## src/rtl/multi_button_debounce_lockout_assert.svh

```systemverilog
// Assertion macros used by the debounce lockout top level.
`ifndef MULTI_BUTTON_DEBOUNCE_LOCKOUT_ASSERT_SVH
`define MULTI_BUTTON_DEBOUNCE_LOCKOUT_ASSERT_SVH

// Same-cycle implication, sampled on clk and idle during reset.
`define MBDL_ASSERT_NOW(lbl, ante, cons, msg) \
	lbl: assert property (@(posedge clk) disable iff (!arst_n) (ante) |-> (cons)) \
		else $error(msg);

// Next-cycle implication, sampled on clk and idle during reset.
`define MBDL_ASSERT_NEXT(lbl, ante, cons, msg) \
	lbl: assert property (@(posedge clk) disable iff (!arst_n) (ante) |=> (cons)) \
		else $error(msg);

`endif

```

## src/rtl/mbdl_pkg.sv

```systemverilog
// Package with the types and constants of the button debounce lockout block.
package mbdl_pkg;

	localparam int MASK_BITS   = 4;
	localparam int MAX_BUTTONS = 8;
	localparam int STREAK_W    = 8;
	localparam int TIME_W      = 32;
	localparam int COOLDOWN_W  = 16;

	localparam logic [STREAK_W-1:0]   STREAK_MAX     = 8'hFF;
	localparam logic [COOLDOWN_W-1:0] COOLDOWN_RESET = 16'd200;
	localparam logic [STREAK_W-1:0]   STABLE_RESET   = 8'd3;

	// Register index taken from paddr[2].
	localparam logic REG_COOLDOWN = 1'b0;
	localparam logic REG_STABLE   = 1'b1;

	typedef struct packed {
		logic [1:0] button_index;
		logic       press_valid;
	} mbdl_result_t;

	typedef struct packed {
		logic [COOLDOWN_W-1:0] cooldown_ms;
		logic [STREAK_W-1:0]   stable_count;
	} mbdl_cfg_t;

endpackage

```

## src/rtl/mbdl_regs.sv

```systemverilog
// APB register file holding the cooldown and stable count settings.
module mbdl_regs
	import mbdl_pkg::*;
(
	input  logic        clk,
	input  logic        arst_n,
	input  logic        psel,
	input  logic        penable,
	input  logic        pwrite,
	input  logic [2:0]  paddr,
	input  logic [31:0] pwdata,
	output logic [31:0] prdata,
	output logic        pready,
	output mbdl_cfg_t   cfg
);

	logic [COOLDOWN_W-1:0] cooldown_q;
	logic [STREAK_W-1:0]   stable_q;
	logic                  wr_en;

	assign pready = 1'b1;
	assign wr_en  = psel && penable && pwrite && pready;

	always_ff @(posedge clk or negedge arst_n) begin
		if (!arst_n) begin
			cooldown_q <= COOLDOWN_RESET;
			stable_q   <= STABLE_RESET;
		end else if (wr_en) begin
			case (paddr[2])
				REG_COOLDOWN: cooldown_q <= pwdata[COOLDOWN_W-1:0];
				REG_STABLE:   stable_q   <= pwdata[STREAK_W-1:0];
				default:      ;
			endcase
		end
	end

	always_comb begin
		case (paddr[2])
			REG_COOLDOWN: prdata = {{(32-COOLDOWN_W){1'b0}}, cooldown_q};
			REG_STABLE:   prdata = {{(32-STREAK_W){1'b0}}, stable_q};
			default:      prdata = '0;
		endcase
	end

	assign cfg.cooldown_ms  = cooldown_q;
	assign cfg.stable_count = stable_q;

endmodule

```

## src/rtl/mbdl_pick.sv

```systemverilog
// Streak update, cooldown check and lowest-index press pick for one sample.
module mbdl_pick
	import mbdl_pkg::*;
#(
	parameter int BUTTON_COUNT = 4
) (
	input  logic [MASK_BITS-1:0] pressed_mask,
	input  logic                 quiet,
	input  logic [TIME_W-1:0]    now_ms,
	input  logic [TIME_W-1:0]    last_press_ms,
	input  mbdl_cfg_t            cfg,
	input  logic [STREAK_W-1:0]  streak_in  [BUTTON_COUNT],
	output logic [STREAK_W-1:0]  streak_out [BUTTON_COUNT],
	output mbdl_result_t         result
);

	logic [MAX_BUTTONS-1:0]  mask_ext;
	logic [STREAK_W-1:0]     streak_upd [BUTTON_COUNT];
	logic [BUTTON_COUNT-1:0] qualify;
	logic [BUTTON_COUNT-1:0] sel;
	logic [TIME_W-1:0]       elapsed;
	logic                    cooldown_ok;
	logic                    found;
	logic [1:0]              pick_idx;

	// Buttons beyond the mask width always read as released.
	assign mask_ext    = {{(MAX_BUTTONS-MASK_BITS){1'b0}}, pressed_mask};
	assign elapsed     = now_ms - last_press_ms;
	assign cooldown_ok = elapsed >= {{(TIME_W-COOLDOWN_W){1'b0}}, cfg.cooldown_ms};

	always_comb begin
		for (int i = 0; i < BUTTON_COUNT; i++) begin
			if (quiet && mask_ext[i]) begin
				streak_upd[i] = (streak_in[i] == STREAK_MAX) ? streak_in[i]
					: streak_in[i] + 1'b1;
			end else begin
				streak_upd[i] = '0;
			end
			qualify[i] = streak_upd[i] >= cfg.stable_count;
		end
	end

	// Lowest index wins.
	always_comb begin
		found    = 1'b0;
		pick_idx = '0;
		sel      = '0;
		if (cooldown_ok) begin
			for (int i = 0; i < BUTTON_COUNT; i++) begin
				if (!found && qualify[i]) begin
					found    = 1'b1;
					pick_idx = 2'(i);
					sel[i]   = 1'b1;
				end
			end
		end
	end

	always_comb begin
		for (int i = 0; i < BUTTON_COUNT; i++) begin
			streak_out[i] = sel[i] ? '0 : streak_upd[i];
		end
	end

	assign result.press_valid  = found;
	assign result.button_index = pick_idx;

endmodule

```

## src/rtl/multi_button_debounce_lockout.sv

```systemverilog
// Top level of the multi-button debouncer with press lockout.
// Path: a sample is captured in the input register, moves into the result register when
// that register has room, and is shown from there as a result beat.
// Throughput: one sample per cycle unless the result stream stalls; the input register and
// the result register form a two-stage pipeline and the streak state is updated as a sample
// leaves the input stage. Reset: arst_n clears streaks and the last press time, restores
// cooldown 200 ms and stable count 3, and empties both stages.
`include "multi_button_debounce_lockout_assert.svh"

module multi_button_debounce_lockout
	import mbdl_pkg::*;
#(
	parameter int BUTTON_COUNT = 4
) (
	input  logic        clk,
	input  logic        arst_n,
	// Configuration port.
	input  logic        psel,
	input  logic        penable,
	input  logic        pwrite,
	input  logic [2:0]  paddr,
	input  logic [31:0] pwdata,
	output logic [31:0] prdata,
	output logic        pready,
	// Sample stream.
	input  logic        s_axis_tvalid,
	output logic        s_axis_tready,
	input  logic [39:0] s_axis_tdata,   // [3:0] pressed_mask, [4] quiet, [36:5] now_ms, rest 0
	// Result stream.
	output logic        m_axis_tvalid,
	input  logic        m_axis_tready,
	output logic [7:0]  m_axis_tdata    // [0] press_valid, [2:1] button_index, rest 0
);

	mbdl_cfg_t cfg;

	mbdl_regs u_regs (
		.clk     (clk),
		.arst_n  (arst_n),
		.psel    (psel),
		.penable (penable),
		.pwrite  (pwrite),
		.paddr   (paddr),
		.pwdata  (pwdata),
		.prdata  (prdata),
		.pready  (pready),
		.cfg     (cfg)
	);

	// Input stage. It holds one sample until the result register has room for it.
	logic                 valid_s1;
	logic [MASK_BITS-1:0] mask_s1;
	logic                 quiet_s1;
	logic [TIME_W-1:0]    now_s1;
	logic                 advance;

	// Result register, which lets the input stage take one more sample while a result waits.
	logic                 out_valid_q;
	mbdl_result_t         out_result_q;

	// Debounce state, advanced only when a sample moves into the result register.
	logic [STREAK_W-1:0]  streak_q   [BUTTON_COUNT];
	logic [STREAK_W-1:0]  streak_nxt [BUTTON_COUNT];
	logic [TIME_W-1:0]    last_press_q;
	mbdl_result_t         result;
	logic                 streak_any;
	logic                 take_press;

	assign advance       = valid_s1 && (!out_valid_q || m_axis_tready);
	assign s_axis_tready = !valid_s1 || advance;

	always_ff @(posedge clk or negedge arst_n) begin
		if (!arst_n) begin
			valid_s1 <= 1'b0;
		end else if (s_axis_tready) begin
			valid_s1 <= s_axis_tvalid;
		end
	end

	always_ff @(posedge clk) begin
		if (s_axis_tready && s_axis_tvalid) begin
			mask_s1  <= s_axis_tdata[3:0];
			quiet_s1 <= s_axis_tdata[4];
			now_s1   <= s_axis_tdata[36:5];
		end
	end

	mbdl_pick #(
		.BUTTON_COUNT (BUTTON_COUNT)
	) u_pick (
		.pressed_mask  (mask_s1),
		.quiet         (quiet_s1),
		.now_ms        (now_s1),
		.last_press_ms (last_press_q),
		.cfg           (cfg),
		.streak_in     (streak_q),
		.streak_out    (streak_nxt),
		.result        (result)
	);

	// Streaks and the press time are control state: reset clears them.
	always_ff @(posedge clk or negedge arst_n) begin
		if (!arst_n) begin
			for (int i = 0; i < BUTTON_COUNT; i++) begin
				streak_q[i] <= '0;
			end
			last_press_q <= '0;
		end else if (advance) begin
			streak_q <= streak_nxt;
			if (result.press_valid) begin
				last_press_q <= now_s1;
			end
		end
	end

	always_ff @(posedge clk or negedge arst_n) begin
		if (!arst_n) begin
			out_valid_q <= 1'b0;
		end else if (advance) begin
			out_valid_q <= 1'b1;
		end else if (m_axis_tready) begin
			out_valid_q <= 1'b0;
		end
	end

	always_ff @(posedge clk) begin
		if (advance) begin
			out_result_q <= result;
		end
	end

	assign m_axis_tvalid = out_valid_q;
	assign m_axis_tdata  = {5'b0, out_result_q.button_index, out_result_q.press_valid};

	always_comb begin
		streak_any = 1'b0;
		for (int i = 0; i < BUTTON_COUNT; i++) begin
			streak_any = streak_any || (streak_q[i] != '0);
		end
	end

	assign take_press = advance && result.press_valid;

	`MBDL_ASSERT_NEXT(a_press_time, take_press, last_press_q == $past(now_s1), "press time lost")
	`MBDL_ASSERT_NEXT(a_time_hold, !advance, $stable(last_press_q), "press time moved")
	`MBDL_ASSERT_NEXT(a_loud_clear, advance && !quiet_s1, !streak_any, "streaks not cleared")
	`MBDL_ASSERT_NOW(a_empty_ready, !out_valid_q, s_axis_tready, "input stalled while empty")

endmodule

```

## config.mk

```make
export PLATFORM = sky130hd
export DESIGN_NAME = multi_button_debounce_lockout
export DESIGN_NICKNAME = d
export VERILOG_FILES = /design/src/rtl/mbdl_pkg.sv /design/src/rtl/mbdl_regs.sv /design/src/rtl/mbdl_pick.sv /design/src/rtl/multi_button_debounce_lockout.sv
export VERILOG_INCLUDE_DIRS = /design/src /design/src/rtl
export SDC_FILE = /design/constraint.sdc
export NUM_CORES = 1
export LEC_CHECK = 0
export ABC_AREA = 1
export BUFFER_PORTS_ARGS = -buffer_cell sky130_fd_sc_hd__buf_2
export CORE_MARGIN = 2
export CORE_UTILIZATION = 54
export CTS_CLUSTER_DIAMETER = 40
export DETAILED_ROUTE_END_ITERATION = 7
export PLACE_DENSITY_LB_ADDON = 0.15
export SETUP_SLACK_MARGIN = 0.5
export SLEW_MARGIN = 20
export SYNTH_ARGS = -nofsm -noshare
export SYNTH_HDL_FRONTEND = slang
export SYNTH_SLANG_ARGS = --single-unit
```

## constraint.sdc

```tcl
create_clock -name clk -period 3.3 [get_ports clk]
set_input_delay 0.66 -clock clk [delete_from_list [all_inputs] [get_ports clk]]
set_output_delay 0.66 -clock clk [all_outputs]
set_load 0.02 [all_outputs]
```

Word-level counts from Yosys, hierarchy flattened
Cells that the tools add are included.

cells by class
  $add $sub $neg = 5
  multiply operators = 0
  divide/modulo/power cells = 0
  magnitude comparators = 5
  equality and inequality tests = 4
  shifts and indexed selects = 0
  muxes and demuxes = 30
  bitwise operators = 1
  reduce and logical (&&, ||, !) cells = 22

operator list
  cell                                          number
  two-way mux 8 bit                             12
  case mux 32 bit (2 select lines)              1
  adder 8 x 1 -> 8 bit, second input constant   4
  == test 8 bit, second input constant          4
  greater-or-equal comparator 32 x 16 -> 1 bit  1
  greater-or-equal comparator 8 bit             4
  subtractor 32 bit                             1
  two-way mux 1 bit                             14
  logical AND 1 bit                             11
  AND reduction 2 bit                           3
  zero test 1 bit                               5
  two-way mux 2 bit                             2
  two-way mux 4 bit                             1
  logical OR 1 bit                              2
  nonzero test 2 bit                            1
  NOT 1 bit                                     1

storage, ports and cells
  register bits after elaboration = 130
  bits in latches = 0
  memory bits (writable) = 0
  memory bits (read-only) = 0
  output and inout port bits = 43
  logic and storage cells = 81
  memories = 0

Logic depth before layout (Yosys ltp)
  word-level depth = 19
  gate-level depth with buffers = 25

By module
A second synthesis with hierarchy kept.

unflattened totals
  cell total of the unflattened synthesis = 1483
  area, all modules = 10203.5 um^2

modules (own cells, without submodules)
  module                         instances  cells an instance  area an instance (um^2)  seq. area each (um^2)
  mbdl_pick                      1          980                4986.0                   0.0
  multi_button_debounce_lockout  1          334                3893.7                   2852.7
  mbdl_regs                      1          169                1323.8                   606.8

Least setup slack after synthesis
No wires, ideal clock.

  path kind = register to register
  start = register streak_q[16] (netlist name)
  end = register last_press_q[0]
  library setup time = 0.066 ns
  arrival = 3.081 ns
  data required time = 3.234 ns
  path slack = 0.153 ns
  cell stages (with the launch flop) = 22
  path buffers = 1
  period minus slack after synthesis = 3.147 ns
  cell sequence = dfrtp_1 -> ha_1 -> nand2_1 -> nor3_1 -> inv_1 -> nor3_1 -> inv_1 -> nand3_1 -> o21bai_1 -> o21ai_0 -> nor2_1 -> ha_1 -> nand2_1 -> nor2_1 -> nand4_1 -> o2111a_1 -> nand2_1 -> inv_1 -> nand3_1 -> clkbuf_1 -> nand4_1 -> nand2_1

on the way
  cells in the longest elaborated chain, start to end = 16
  elaborated cells between the ends (all ways) = 17
  classes of those cells = add/sub: 1; order compare: 1; eq/ne: 1; mux: 8; reduce/logical: 6

ends and longest elaborated chain
  what                                                   line                                  text
  from (decl)                                            multi_button_debounce_lockout.sv:62   logic [STREAK_W-1:0] streak_q [BUTTON_COUNT];
  from (signal assigned)                                 multi_button_debounce_lockout.sv:109  streak_q <= streak_nxt;
  adder 8 x 1 -> 8 bit or == test 8 bit (tied branches)  mbdl_pick.sv:35, mbdl_pick.sv:34
  two-way mux 8 bit *                                    mbdl_pick.sv:34                       streak_upd[i] = (streak_in[i] == STREAK_MAX) ? streak_in[i]
  two-way mux 8 bit *                                    mbdl_pick.sv:33                       if (quiet && mask_ext[i]) begin
  greater-or-equal comparator 8 bit *                    mbdl_pick.sv:39                       qualify[i] = streak_upd[i] >= cfg.stable_count;
  logical AND 1 bit *                                    mbdl_pick.sv:50                       if (!found && qualify[i]) begin
  two-way mux 1 bit *                                    mbdl_pick.sv:50
  two-way mux 1 bit *                                    mbdl_pick.sv:48                       if (cooldown_ok) begin
  zero test 1 bit                                        mbdl_pick.sv:50
  logical AND 1 bit                                      mbdl_pick.sv:50
  two-way mux 1 bit *                                    mbdl_pick.sv:50
  two-way mux 1 bit *                                    mbdl_pick.sv:48
  zero test 1 bit                                        mbdl_pick.sv:50
  logical AND 1 bit                                      mbdl_pick.sv:50
  two-way mux 1 bit *                                    mbdl_pick.sv:50
  two-way mux 1 bit *                                    mbdl_pick.sv:48
  AND reduction 2 bit (no line) *                        -
  to (signal assigned)                                   multi_button_debounce_lockout.sv:111  last_press_q <= now_s1;
  to (decl)                                              multi_button_debounce_lockout.sv:64   logic [TIME_W-1:0] last_press_q;

Every way passes the cells marked *; elsewhere a longest branch is shown, timed or not. The select of a mux whose other input is x is not followed.
A chain may end at the register's enable or synchronous reset.

Worst setup path after layout
  start = register streak_q[16] (netlist name)
  end = register last_press_q[11]

The elaborated chain is that of the path after synthesis.

==> results by group <==
Setup path
  – Critical path's slowest cell: dfrtp_1
  – Worst path bufs/invs: 5
  – Cell chain of the critical path: ha_2, nand2_2, nor3_4, inv_2, nor3_4, inv_2, nand3_4, o21bai_1, o21ai_1, nor2_2, ha_1, nand2_1, nor2_2, nand4_1, o2111a_1, nand2_2, inv_2, nand3_4, nand3_4, buf_12, buf_8, nand2_2, nand2_2
  – Worst Path Required: 3610 ps
  – Crit path kind: flip-flop to flip-flop
  – Most common cell on crit path: nand2_2
  – Delay-heaviest family, CP: simple AND/OR/NAND/NOR gates
  – Startpoint Class: flip-flop
  – Crit-path max FO: 5
  – CP max stage delay: 370 ps
  – Worst setup EP type: flip-flop
  – CP arrival: 3640 ps

Final layout
  – Seq. cell area: 0.00346 mm2
  – # fillers: 1298
  – Post-Layout Cell Count: 1775
  – Multi-input logic area: 0.00576 mm2
  – Nets: 1703
  – Layout cell share with drive strength beyond 1: 0.248
  – # diodes: 0
  – P&R area growth vs syn: 30.3%
  – Final core utilization: 0.717

Die
  – Core Area: 0.0173 mm2
  – Starting Density: 0.550
  – Num rows: 48
  – Die Y: 137 um
  – Die footprint: 0.0187 mm2
  – Die outline width: 137 um
  – IO Count: 125

Global routing
  – Remaining global-route overflow: 0
  – Largest net degree at the start of global routing: 91
  – First-pass GRT wire length: 41.0 mm
  – Vias in the first global route: 8609
  – Initial antenna violation count: 0
  – GRT Total Usage: 0.282

Yosys
  – Synthesized instance count: 1364
  – Yosys warnings: 0
  – Most used DFF post-synth: dfrtp_1
  – Asr flop ratio synth: 0.692
  – Synthesized flop and latch total: 130
  – Synth cell types: 39
  – Synth Cell Area: 0.00952 mm2
  – Top-area cell type share of the netlist area: 0.223
  – Synth area leader: dfrtp_1
  – Sequential element share of the synthesized area: 0.363
  – Top cells by area, synth: dfrtp_1 22%, nand2_1 18%, edfxtp_1 13%
  – Mapped Avg Cell Area: 6.98 um2
  – Number of synthesized flops with an enable pin: 40

Timing
  – Fin Setup TNS: -376 ps
  – Final period utilization: 1.01
  – FMAX: 300 MHz
  – Final Hold Vio Count: 0
  – Final WS setup: -29.7 ps
  – Minimum clock period: 3330 ps
  – Setup violators final: 23
  – Clk_skew: 9.90 ps
  – Slew @ Worst Pin: 974 ps
  – Count of pins over their slew limit: 0
  – Worst rel slew slack: 0.349
  – Unrepaired setup endpoints after global routing: yes

Placement
  – HPWL after detailed placement: 17.5 mm
  – Pre-CTS WS: -23.8 ps
  – Dpl cells: 1694
  – PortBufs: 81
  – Final GP Congestion: 0.923

CTS
  – Root Buffer Master: clkbuf_16
  – CTS Hold Bufs: 0
  – H-tree Lvls: 4
  – Clk Latency, worst-skew pair: 430 ps
  – Max Root-Sink Buffers: 2
  – Reg clk slew, reported paths: 60 ps
  – CTS tree: done
  – CTS sink cnt: 130
  – Num CTS Buffers: 17

Power
  – PD cells: 793 mW/mm2
  – Max VDD drop: 0.000625 V
  – Total leakage power: 0.00661 uW
  – Total power: 9840 uW

Route
  – DR pass1 iterations: 6
  – Total wire length: 26.8 mm
  – DR WL/cell: 15.1 um
  – Vias/cell: 5.23
  – Antenna viol nets, final: 0
  – Number of DRC markers in iteration 0: 697
  – DRC viols: 0
  – Routed via count: 9280

Flow run
  – Max-Cap Viols: 0

Status
  – Failing checks: setup timing
  – Outcome: finished with violations

Hold path
  – Min-delay worst type: input pin to asynchronous set/reset pin
[path summary, 6_finish.rpt]
kind	to	cells past startpoint	start	slack, ps
min in group clk	now_s1[13]$_DFFE_PP_	1	s_axis_tdata[18]	400
worst max-delay path	last_press_q[11]$_DFFE_PN0P_	23	streak_q[16]$_DFFE_PN0P_	-30
max in group asynchronous	last_press_q[28]$_DFFE_PN0P_	2	arst_n	2600
worst min-delay path	streak_q[18]$_DFFE_PN0P_	2	arst_n	220
worst max register to register	last_press_q[11]$_DFFE_PN0P_	23	streak_q[16]$_DFFE_PN0P_	-30
worst min register to register	last_press_q[29]$_DFFE_PN0P_	2	last_press_q[29]$_DFFE_PN0P_	470
[layout make-up]
class                   count  area share
inverters                 236      0.0714
clock inverters            12      0.0106
well taps                 225      0.0227
clock buffers              20      0.0394
flip-flops and latches    130       0.279
repair buffers            182       0.113
multi-input cells         970       0.464
[report_power, final]
part | total (uW) | switching (uW) | internal [uW]
clock network | 1980 | 807 | 1180
registers | 2230 | 219 | 2010
logic | 5630 | 3280 | 2340
[synth_stat cells (6+ instances only)]
library cell,number
clkbuf_1,14
dfrtp_1,85
a211oi_1,6
buf_1,6
a31oi_1,8
ha_1,83
inv_1,236
a21oi_1,52
xor2_1,16
o21ai_0,43
nor3_1,23
nand2_1,465
nand3_1,71
edfxtp_1,40
nor2_1,110
buf_4,22
nand4_1,39
[sequential cells by signal, summed over array words and instances, names as in the netlist]
register / cells
mask_s1: 4
quiet_s1: 1
m_axis_tdata: 3
last_press_q: 32
u_regs.cooldown_q: 16
streak_q: 32
now_s1: 32
u_regs.stable_q: 8
valid_s1: 1
m_axis_tvalid: 1
[metrics by stage]
stage / instance area [um2] / hold WS, ps
after detailed placement: 10500 / 458
after CTS: 11900 / 293
after floorplan: 9690 / 364
final: 12400 / 223
after global placement: 10500 / 454
after global routing: 12400 / 285
[timing repair]
action	CTS	global route
resized for setup	88	90
buffers inserted	29	16
pin swaps	45	75
gates cloned	1	3
endpoints found under the setup margin	67	67
[cells by family (layout without fill, tap and decap cells)]
logic type / count (synthesis) / count (layout) / synth area share
AND/OR/NAND/NOR: 727 / 727 / 0.316
AO/OA/AOI/OAI: 118 / 118 / 0.0674
XOR/XNOR: 19 / 19 / 0.0175
other: 2 / 22 / 0.000789
buffers and inverters: 284 / 450 / 0.123
flip-flops: 130 / 130 / 0.363
adder cells (fa/ha/maj): 84 / 84 / 0.111
[worst register-to-register path, cell delays in order, from the launching register on]
cell      delay [ps]
dfrtp_1          370
ha_2             210
nand2_2           70
nor3_4           180
inv_2             70
nor3_4           200
inv_2            110
nand3_4          110
o21bai_1          90
o21ai_1          120
nor2_2            80
ha_1             280
nand2_1           60
nor2_2           150
nand4_1          120
o2111a_1         160
nand2_2          100
inv_2             60
nand3_4          120
nand3_4          120
buf_12           170
buf_8            130
nand2_2           70
nand2_2           50
[placed cells by master, fill, tap and decap left out, drive strengths merged, types with 3 or more instances in the layout]
cell type / n
nor4: 4
a21oi: 52
nand4: 39
nor2: 112
nor3: 23
xor2: 16
nand2: 470
dfstp: 5
nand3: 72
inv: 244
nand3b: 4
o21ai: 44
clkbuf: 23
dfrtp: 85
a31oi: 8
conb: 22
clkinv: 3
a211oi: 6
xnor2: 3
ha: 83
edfxtp: 40
buf: 179
[per-layer routing]
| metal | share of wire | vias up | routed length (um) | GRT usage |
|---|---|---|---|---|
| li1 | - | 4629 | - | - |
| met1 | 0.43 | 4242 | 11500 | 0.362 |
| met2 | 0.48 | 340 | 12900 | 0.476 |
| met3 | 0.059 | 69 | 1580 | 0.0589 |
| met4 | 0.031 | 0 | 828 | 0.0916 |
| met5 | 0 | - | 0 | 0 |
Note: power is estimated with default switching activity, not from simulation.
